==> src/rtl/core/sacrl_pkg.sv <==
package sacrl_pkg;

    // Field widths of the stream payloads
    localparam int ADDR_IN_W   = 8;
    localparam int SET_OUT_W   = 2;
    localparam int TAG_OUT_W   = 3;
    localparam int WAY_OUT_W   = 1;
    localparam int FILL_OUT_W  = 8;
    localparam int COUNT_W     = 16;

    // m_axis_tdata layout, lowest field first
    localparam int SET_LSB     = 0;
    localparam int TAG_LSB     = SET_LSB + SET_OUT_W;
    localparam int WAY_LSB     = TAG_LSB + TAG_OUT_W;
    localparam int FILL_LSB    = WAY_LSB + WAY_OUT_W;
    localparam int HITS_LSB    = FILL_LSB + FILL_OUT_W;
    localparam int MISSES_LSB  = HITS_LSB + COUNT_W;
    localparam int OUT_USED_W  = MISSES_LSB + COUNT_W;
    localparam int OUT_TDATA_W = ((OUT_USED_W + 7) / 8) * 8;

    // Configuration port
    localparam int APB_ADDR_W  = 3;
    localparam int APB_DATA_W  = 32;
    localparam int SEED_W      = 16;
    localparam logic [SEED_W-1:0] SEED_RESET = 16'd44257;
    localparam logic [SEED_W-1:0] LFSR_TAPS  = 16'hB400;

    // Register indexes (paddr[2] selects the 32-bit word)
    localparam logic REG_VICTIM_SEED = 1'b0;

    // Parameter defaults
    localparam int DEF_SETS        = 4;
    localparam int DEF_WAYS        = 2;
    localparam int DEF_BLOCK_BYTES = 8;
    localparam int DEF_ADDR_BITS   = 8;

endpackage

==> src/rtl/core/set_assoc_cache_read_lookup.sv <==
// Read lookup of a set-associative cache directory with random replacement. Each
// s_axis transfer carries a byte address, split into block offset, set index and
// tag; all ways of the selected set are compared in parallel and one result
// transfer per access reports hit or miss, the set and tag, and on a miss the way
// that gets filled (lowest invalid way, else an LFSR pick) and the block-aligned
// fill address, together with saturating hit and miss totals. The block accepts
// one access per cycle unless m_axis_tready holds back the result; the access is
// registered in the input stage, then in the result stage. Tag compare and
// directory update of the set happen as it advances, so the next access sees the
// previous fill. Writing victim_seed (APB, offset 0) reloads the LFSR at once; a zero seed loads as 1.
module set_assoc_cache_read_lookup #(
    parameter int SETS        = sacrl_pkg::DEF_SETS,
    parameter int WAYS        = sacrl_pkg::DEF_WAYS,
    parameter int BLOCK_BYTES = sacrl_pkg::DEF_BLOCK_BYTES,
    parameter int ADDR_BITS   = sacrl_pkg::DEF_ADDR_BITS
) (
    input  logic                                aclk,
    input  logic                                aresetn,
    input  logic                                s_axis_tvalid,
    output logic                                s_axis_tready,
    // [7:0] address
    input  logic [sacrl_pkg::ADDR_IN_W-1:0]     s_axis_tdata,
    output logic                                m_axis_tvalid,
    input  logic                                m_axis_tready,
    // [1:0] set_index, [4:2] tag_value, [5] victim_way, [13:6] fill_address,
    // [29:14] hit_total, [45:30] miss_total, [47:46] zero
    output logic [sacrl_pkg::OUT_TDATA_W-1:0]   m_axis_tdata,
    // [0] hit
    output logic                                m_axis_tuser,
    input  logic                                psel,
    input  logic                                penable,
    input  logic                                pwrite,
    input  logic [sacrl_pkg::APB_ADDR_W-1:0]    paddr,
    input  logic [sacrl_pkg::APB_DATA_W-1:0]    pwdata,
    output logic [sacrl_pkg::APB_DATA_W-1:0]    prdata,
    output logic                                pready
);
    import sacrl_pkg::*;

    localparam int SET_W    = (SETS > 1) ? $clog2(SETS) : 1;
    localparam int WAY_W    = (WAYS > 1) ? $clog2(WAYS) : 1;
    localparam int unsigned TAG_SPAN = BLOCK_BYTES * SETS;
    localparam longint unsigned TAG_MAX =
        ((longint'(1) << ADDR_BITS) - 1) / longint'(TAG_SPAN);
    localparam int TAG_W    = (TAG_MAX > 0) ? $clog2(TAG_MAX + 1) : 1;

    // Input stage
    logic                 in_valid_reg;
    logic [ADDR_BITS-1:0] in_addr_reg;

    // Directory
    logic [TAG_W-1:0]     way_tags_mem [SETS][WAYS];
    logic [WAYS-1:0]      way_valid_reg [SETS];

    logic [SEED_W-1:0]    seed_reg;
    logic [SEED_W-1:0]    lfsr_reg;
    logic [COUNT_W-1:0]   hit_cnt_reg;
    logic [COUNT_W-1:0]   miss_cnt_reg;

    // Result stage
    logic                 out_valid_reg;
    logic                 out_hit_reg;
    logic [SET_OUT_W-1:0] out_set_reg;
    logic [TAG_OUT_W-1:0] out_tag_reg;
    logic [WAY_OUT_W-1:0] out_way_reg;
    logic [FILL_OUT_W-1:0] out_fill_reg;

    // Lookup logic
    logic                 advance;
    logic [SET_W-1:0]     set_idx;
    logic [TAG_W-1:0]     tag;
    logic [WAYS-1:0]      row_valid;
    logic                 hit;
    logic                 free_found;
    logic [WAY_W-1:0]     free_way;
    logic [SEED_W-1:0]    lfsr_step;
    logic                 use_random;
    logic [WAY_W-1:0]     victim;
    logic [ADDR_BITS-1:0] fill;
    logic [COUNT_W-1:0]   hit_cnt_next;
    logic [COUNT_W-1:0]   miss_cnt_next;
    logic                 cfg_write;
    logic [SEED_W-1:0]    seed_wr;

    assign advance       = in_valid_reg && (!out_valid_reg || m_axis_tready);
    assign s_axis_tready = !in_valid_reg || advance;

    assign set_idx = SET_W'((in_addr_reg / BLOCK_BYTES) % SETS);
    assign tag     = TAG_W'(in_addr_reg / TAG_SPAN);
    assign row_valid = way_valid_reg[set_idx];

    always_comb begin
        hit        = 1'b0;
        free_found = 1'b0;
        free_way   = '0;
        for (int w = 0; w < WAYS; w++) begin
            if (row_valid[w] && (way_tags_mem[set_idx][w] == tag)) begin
                hit = 1'b1;
            end
            if (!row_valid[w] && !free_found) begin
                free_found = 1'b1;
                free_way   = WAY_W'(w);
            end
        end
    end

    assign lfsr_step  = {1'b0, lfsr_reg[SEED_W-1:1]} ^ (lfsr_reg[0] ? LFSR_TAPS : '0);
    assign use_random = !hit && !free_found;

    always_comb begin
        priority if (hit) begin
            victim = '0;
        end else if (free_found) begin
            victim = free_way;
        end else begin
            victim = WAY_W'(lfsr_step % WAYS);
        end
    end

    assign fill = hit ? '0 : (in_addr_reg - ADDR_BITS'(in_addr_reg % BLOCK_BYTES));

    assign hit_cnt_next  = (hit && (hit_cnt_reg != '1)) ? hit_cnt_reg + 1'b1 : hit_cnt_reg;
    assign miss_cnt_next = (!hit && (miss_cnt_reg != '1)) ? miss_cnt_reg + 1'b1
                                                          : miss_cnt_reg;

    // APB
    assign pready    = 1'b1;
    assign cfg_write = psel && penable && pwrite && (paddr[2] == REG_VICTIM_SEED);
    assign seed_wr   = pwdata[SEED_W-1:0];
    assign prdata    = (paddr[2] == REG_VICTIM_SEED) ? APB_DATA_W'(seed_reg) : '0;

    always_ff @(posedge aclk) begin
        if (!aresetn) begin
            in_valid_reg  <= 1'b0;
            out_valid_reg <= 1'b0;
            seed_reg      <= SEED_RESET;
            lfsr_reg      <= SEED_RESET;
            hit_cnt_reg   <= '0;
            miss_cnt_reg  <= '0;
            for (int s = 0; s < SETS; s++) begin
                way_valid_reg[s] <= '0;
            end
        end else begin
            if (s_axis_tready) begin
                in_valid_reg <= s_axis_tvalid;
            end
            if (advance) begin
                out_valid_reg <= 1'b1;
            end else if (m_axis_tready) begin
                out_valid_reg <= 1'b0;
            end
            if (cfg_write) begin
                seed_reg <= seed_wr;
                lfsr_reg <= (seed_wr == '0) ? SEED_W'(1) : seed_wr;
            end else if (advance && use_random) begin
                lfsr_reg <= lfsr_step;
            end
            if (advance) begin
                hit_cnt_reg  <= hit_cnt_next;
                miss_cnt_reg <= miss_cnt_next;
                if (!hit) begin
                    way_valid_reg[set_idx][victim] <= 1'b1;
                end
            end
        end
    end

    // Payload and tag storage, no reset
    always_ff @(posedge aclk) begin
        if (s_axis_tvalid && s_axis_tready) begin
            in_addr_reg <= ADDR_BITS'(s_axis_tdata);
        end
        if (advance) begin
            out_hit_reg  <= hit;
            out_set_reg  <= SET_OUT_W'(32'(set_idx));
            out_tag_reg  <= TAG_OUT_W'(32'(tag));
            out_way_reg  <= WAY_OUT_W'(32'(victim));
            out_fill_reg <= FILL_OUT_W'(32'(fill));
            if (!hit) begin
                way_tags_mem[set_idx][victim] <= tag;
            end
        end
    end

    assign m_axis_tvalid = out_valid_reg;
    assign m_axis_tuser  = out_hit_reg;
    assign m_axis_tdata  = OUT_TDATA_W'({miss_cnt_reg, hit_cnt_reg, out_fill_reg,
                                         out_way_reg, out_tag_reg, out_set_reg});

endmodule
==> config.mk <==
export PLATFORM = sky130hd
export DESIGN_NAME = set_assoc_cache_read_lookup
export DESIGN_NICKNAME = d
export VERILOG_FILES = /design/src/rtl/core/sacrl_pkg.sv /design/src/rtl/core/set_assoc_cache_read_lookup.sv
export SDC_FILE = /design/constraint.sdc
export NUM_CORES = 1
export LEC_CHECK = 0
export BUFFER_PORTS_ARGS = -buffer_cell sky130_fd_sc_hd__buf_2
export CAP_MARGIN = 20
export CORE_ASPECT_RATIO = 0.7
export CORE_MARGIN = 3
export CORE_UTILIZATION = 43
export CTS_BUF_LIST = sky130_fd_sc_hd__clkbuf_8
export DETAILED_ROUTE_END_ITERATION = 12
export PLACE_DENSITY = 0.64
export SYNTH_ARGS = -nofsm -noshare
export SYNTH_HDL_FRONTEND = slang
export SYNTH_SLANG_ARGS = --single-unit
==> constraint.sdc <==
create_clock -name aclk -period 3.6 [get_ports aclk]
set_clock_uncertainty 0.2 [all_clocks]
set_input_delay 0.18 -clock aclk [delete_from_list [all_inputs] [get_ports aclk]]
set_output_delay 0.18 -clock aclk [all_outputs]
set_load 0.01 [all_outputs]
Word level (Yosys, flattened, before mapping). Memory sizes are Yosys's and may differ from the RTL's. A register that Yosys moved wholly into a read port is not among the register bits. Cells that the tools add are included.

Multiplexer cells: 29. Shift operators: 0. Equality and inequality tests: 4. Add/subtract/negate cells: 3. Bitwise operators: 3. Multipliers: 0. Div/mod/pow operators: 0. Reductions and logical operators: 27. Order comparisons: 4.

Operators by type and width (count): $mux W16 (5); $add A16 B1 Y16 const B (2); $ne A16 B16 Y1 const B (2); $logic_not A16 Y1 (1); $xor A15 B16 Y16 (1); $logic_and A1 B1 Y1 (14); $mux W1 (14); $mux W2 (6); $sub A8 B3 Y8 (1); $eq A3 B3 Y1 (2); $mux W6 (1); $logic_not A1 Y1 (5); $reduce_and A2 Y1 (2); $reduce_bool A2 Y1 (2); $demux W3 S1 (1); $mux W3 (1); $ge A2 B2 Y1 const B (1); $logic_or A1 B1 Y1 (2); $lt A1 B2 Y1 const B (1); $lt A2 B1 Y1 const B (1); $not A1 Y2 (1); $reduce_or A2 Y1 (1); $demux W1 S1 (1); $ge A1 B1 Y1 const B (1); $not A1 Y1 (1).

Bits in latches: 0. RAM bits: 32. Input bits: 50. Flip-flop bits (word level): 89. ROM bits: 0. Memories: 2. Output and inout port bits: 84.

Memory list: way_tags_mem (words 4, bits a word 6, read ports 1, clocked after Yosys merged registers in 1, wr ports 1, RTL line set_assoc_cache_read_lookup.sv:52) `logic [TAG_W-1:0] way_tags_mem [SETS][WAYS];`; way_valid_reg (words 4, bits a word 2, read ports 1, clocked after Yosys merged registers in 1, wr ports 4, RTL line set_assoc_cache_read_lookup.sv:53) `logic [WAYS-1:0] way_valid_reg [SETS];`.

Longest topological paths before layout.
Word-level depth: 12. Depth in mapped cells: 9. Depth with buffers taken out: 7.

Worst setup path before layout. OpenSTA, ideal clock, no wires.

Path type: reg2reg. Start point: reg (tool-made name). End point: mem way_tags_mem[1][0] (netlist name) (enable). Library setup time: 0.321 ns. Setup slack: 0.942 ns. Path buffers: 3. Period minus slack after synthesis: 2.658 ns. Data arrival time: 2.137 ns. Stages on the path, launching flop included: 10. Cells stage by stage: dfxtp_1 > buf_6 > mux4_2 > xnor2_2 > nand4_2 > and2_4 > buf_6 > buf_2 > nand2_1 > nor2_1.

RTL lines (RTL line): end: declaration (set_assoc_cache_read_lookup.sv:52).

==> flow_metrics.py <==
metrics = {
    "floorplan": {
        "rows": 33,
        "design.core.area_um2": 12000,
        "fp.dieH_um": 99.6,
        "ioPinCount": 134,
        "initial_core_util_pct": 44.9,
        "die_w_um": 140,
        "die_area_um2": 13900,
    },
    "status": {
        "status": "finished, final reports clean",
    },
    "worst_setup_path": {
        "worst-path-max-fanout": 32,
        "crit_path_start_kind": "flip-flop",
        "arrival_ns": 3.06,
        "r2r_slack_ns": 0.44,
        "end_kind": "flip-flop",
        "worstSetupPathType": "flip-flop to flip-flop",
        "required_ns": 3.50,
        "r2r_end": "way_tags_mem[1][4]",
        "rr_worst_depth": 6,
    },
    "layout": {
        "regMostFlops": "way_tags_mem",
        "largest_reg_flops": 24,
        "nNetsFinal": 678,
        "antenna_cells": 0,
        "fin_area_um2": 6600,
        "area_growth_pct": 22.6,
        "multi_input_area_um2": 2280,
        "regArea_um2": 2830,
        "nFillCells": 1077,
        "drive_above_1_share_pct": 22.7,
    },
    "clock_tree": {
        "root_buffer": "clkbuf_8",
        "ctsLongestPathBuffers": 2,
        "cts.sinks": 117,
        "cts_tree": "done",
        "htreeDepth": 4,
        "postCtsResizedCells": 0,
        "numCtsBuffers": 17,
        "clk_pin_slew_ns": 0.07,
        "insertion_delay_ns": 0.42,
    },
    "timing": {
        "fin_setup_tns_ns": 0,
        "period_share_pct": 87.9,
        "finalMaxSlewViolations": 0,
        "slew_headroom_pct": 38.6,
        "hold_viol": 0,
        "setup_viol": 0,
        "final.setup.worst_slack_ns": 0.437,
        "period_minus_slack_ns": 3.16,
        "tightest_slew_ns": 0.921,
        "fmax_mhz": 316,
        "hold_ws_ns": 0.120,
        "rsz0062_at_grt": "no",
    },
    "route": {
        "vias": 4337,
        "drcViolationCount": 0,
        "drt-initial-drc-count": 389,
        "wire_per_inst_um": 16.6,
        "wirelength_mm": 13.2,
        "antenna_left": 0,
        "first_pass_iters": 5,
        "post_drt_via_cell_ratio": 5.45,
    },
    "yosys": {
        "synth_warnings": 0,
        "synth_edf_count": 49,
        "yosysMostFrequentCell": "dfxtp_1",
        "async_flop_share_pct": 0,
        "synth_top_cell_by_area": "edfxtp_1",
        "synth-seq-cells": 117,
        "ys_seq_area_share_pct": 52.7,
        "syn_area_um2": 5380,
        "yosys-top-cells-area": "edfxtp_1 27%, dfxtp_1 25%, a21oi_1 3.5%",
        "yosysUniqueCellTypes": 50,
        "syn_inst": 522,
        "avgSynthCellArea_um2": 10.3,
        "synth_top_cell_area_share_pct": 27.4,
        "synthFlopType": "dfxtp_1",
        "synth.top_cells.by_count": "68 x dfxtp_1, 49 x edfxtp_1, 44 x nand2_1",
    },
    "min_path": {
        "min-delay-start": "aresetn",
        "hold_class": "input pin to flip-flop",
        "hold-path-endpoint": "seed_reg[0]",
        "hold-path-cell-count": 3,
    },
    "global_route": {
        "grt_overflow_total": 0,
        "grt_pass1_wl_mm": 21.1,
        "grt_pass1_vias": 4216,
        "grt_max_degree": 53,
        "antenna_found_initial": 0,
        "grtUsageTotal_pct": 19.0,
    },
    "job": {
        "max_cap_viol_count": 0,
    },
    "placed_design": {
        "dp_slack_ns": 0.422,
        "placed_cell_area_um2": 5840,
        "dp_hpwl_mm": 8.82,
        "io_buffers": 90,
        "gp_congestion": 0.794,
    },
    "power_and_ir_drop": {
        "ir_drop_uv": 279,
        "p_per_area_nw_per_um2": 494,
        "p_leak_uw": 0.00262,
    },
}
## logic make-up (layout without fill, tap and decap cells)
kind of cell | count (synthesis) | count (layout) | share of synthesized area, %
AND/OR/NAND/NOR | 202 | 202 | 20.6
flip-flops | 117 | 117 | 52.7
AO/OA/AOI/OAI | 102 | 102 | 11.4
buffers and inverters | 63 | 160 | 6.40
multiplexers | 25 | 25 | 6.56
XOR/XNOR | 9 | 9 | 1.74
adder cells (fa/ha/maj) | 2 | 2 | 0.465
other | 2 | 22 | 0.140
## worst max path at each step
stage	start	end	cells after the start
after floorplan	flip-flop	way_tags_mem[1][0]	9
final	flip-flop	way_tags_mem[1][4]	6
after CTS	flip-flop	way_tags_mem[0][4]	6
after detailed placement	flip-flop	way_tags_mem[0][3]	6
after global routing	flip-flop	way_tags_mem[0][4]	6
after global placement	flip-flop	way_tags_mem[0][5]	6
## placed cells by master (no fill, tap or decap), types with 3 or more instances in the layout
| cell type | synthesis | routed |
|---|---|---|
| buf_2 | 5 | 90 |
| dfxtp_1 | 68 | 68 |
| edfxtp_1 | 49 | 49 |
| nand2_1 | 44 | 44 |
| a21oi_1 | 38 | 38 |
| nor2_1 | 29 | 29 |
| nand3_1 | 26 | 26 |
| dlygate4sd3_1 | 0 | 24 |
| conb_1 | 2 | 22 |
| clkbuf_8 | 0 | 21 |
| nor2b_1 | 17 | 17 |
| o21ai_1 | 17 | 17 |
| mux2i_1 | 15 | 15 |
| o31ai_1 | 15 | 15 |
| nand2b_1 | 14 | 14 |
| or4_1 | 14 | 14 |
| and3_1 | 13 | 13 |
| o21ai_0 | 13 | 13 |
| and4_1 | 10 | 10 |
| mux4_2 | 8 | 8 |
| or3_1 | 8 | 8 |
| nor3_1 | 8 | 8 |
| buf_4 | 23 | 8 |
| nor4_1 | 7 | 7 |
| bufinv_16 | 0 | 7 |
| xnor2_1 | 6 | 6 |
| inv_1 | 3 | 5 |
| a221oi_1 | 5 | 5 |
| o311ai_1 | 4 | 4 |
| nand4_1 | 3 | 3 |
| o41ai_1 | 3 | 3 |
## repair_timing
item | in CTS | in global routing
hold buffers | 24 | 0
endpoints found under the hold margin | 41 | 0
setup buffers | 0 | 0
## worst max-delay path, cell delays in order (launching register included)
cell and delay [ns]:
dfxtp_1 0.68, mux4_2 0.62, xnor2_2 0.16, nand4_2 0.13, and2_4 0.39, nand2b_1 0.32, nor2_1 0.34
## power by group
group          total, uW  leakage (uW)  internal, uW  switching (uW)
Clock               1540      0.000268          1030             513
Sequential          1460       0.00101          1420            32.8
Combinational        260       0.00134           104             156
## routing by layer
| layer | part of all wire [%] | track usage [%] | up-vias |
|---|---|---|---|
| li1 | - | - | 2091 |
| met1 | 48 | 26.8 | 2093 |
| met2 | 45 | 28.8 | 140 |
| met3 | 5.8 | 4.18 | 13 |
| met4 | 0.88 | 7.45 | 0 |
| met5 | 0 | 0 | - |
## through the flow
step,utilization (%),power (uW),std cells
final,55.1,3260,796
after detailed placement,48.8,1720,740
after CTS,55.1,3290,796
after floorplan,-,1660,542
after global routing,55.1,3380,796
after global placement,48.8,1710,740
## area by class of cell
cell class | instances | area share, %
Clock buffer | 21 | 4.38
Clock inverter | 11 | 3.45
Inverter | 6 | 0.341
Multi-Input combinational cell | 362 | 34.5
Sequential cell | 117 | 43.0
Tap cell | 157 | 2.98
Timing Repair Buffer | 122 | 11.4
Power figures use the tool's default switching activity.
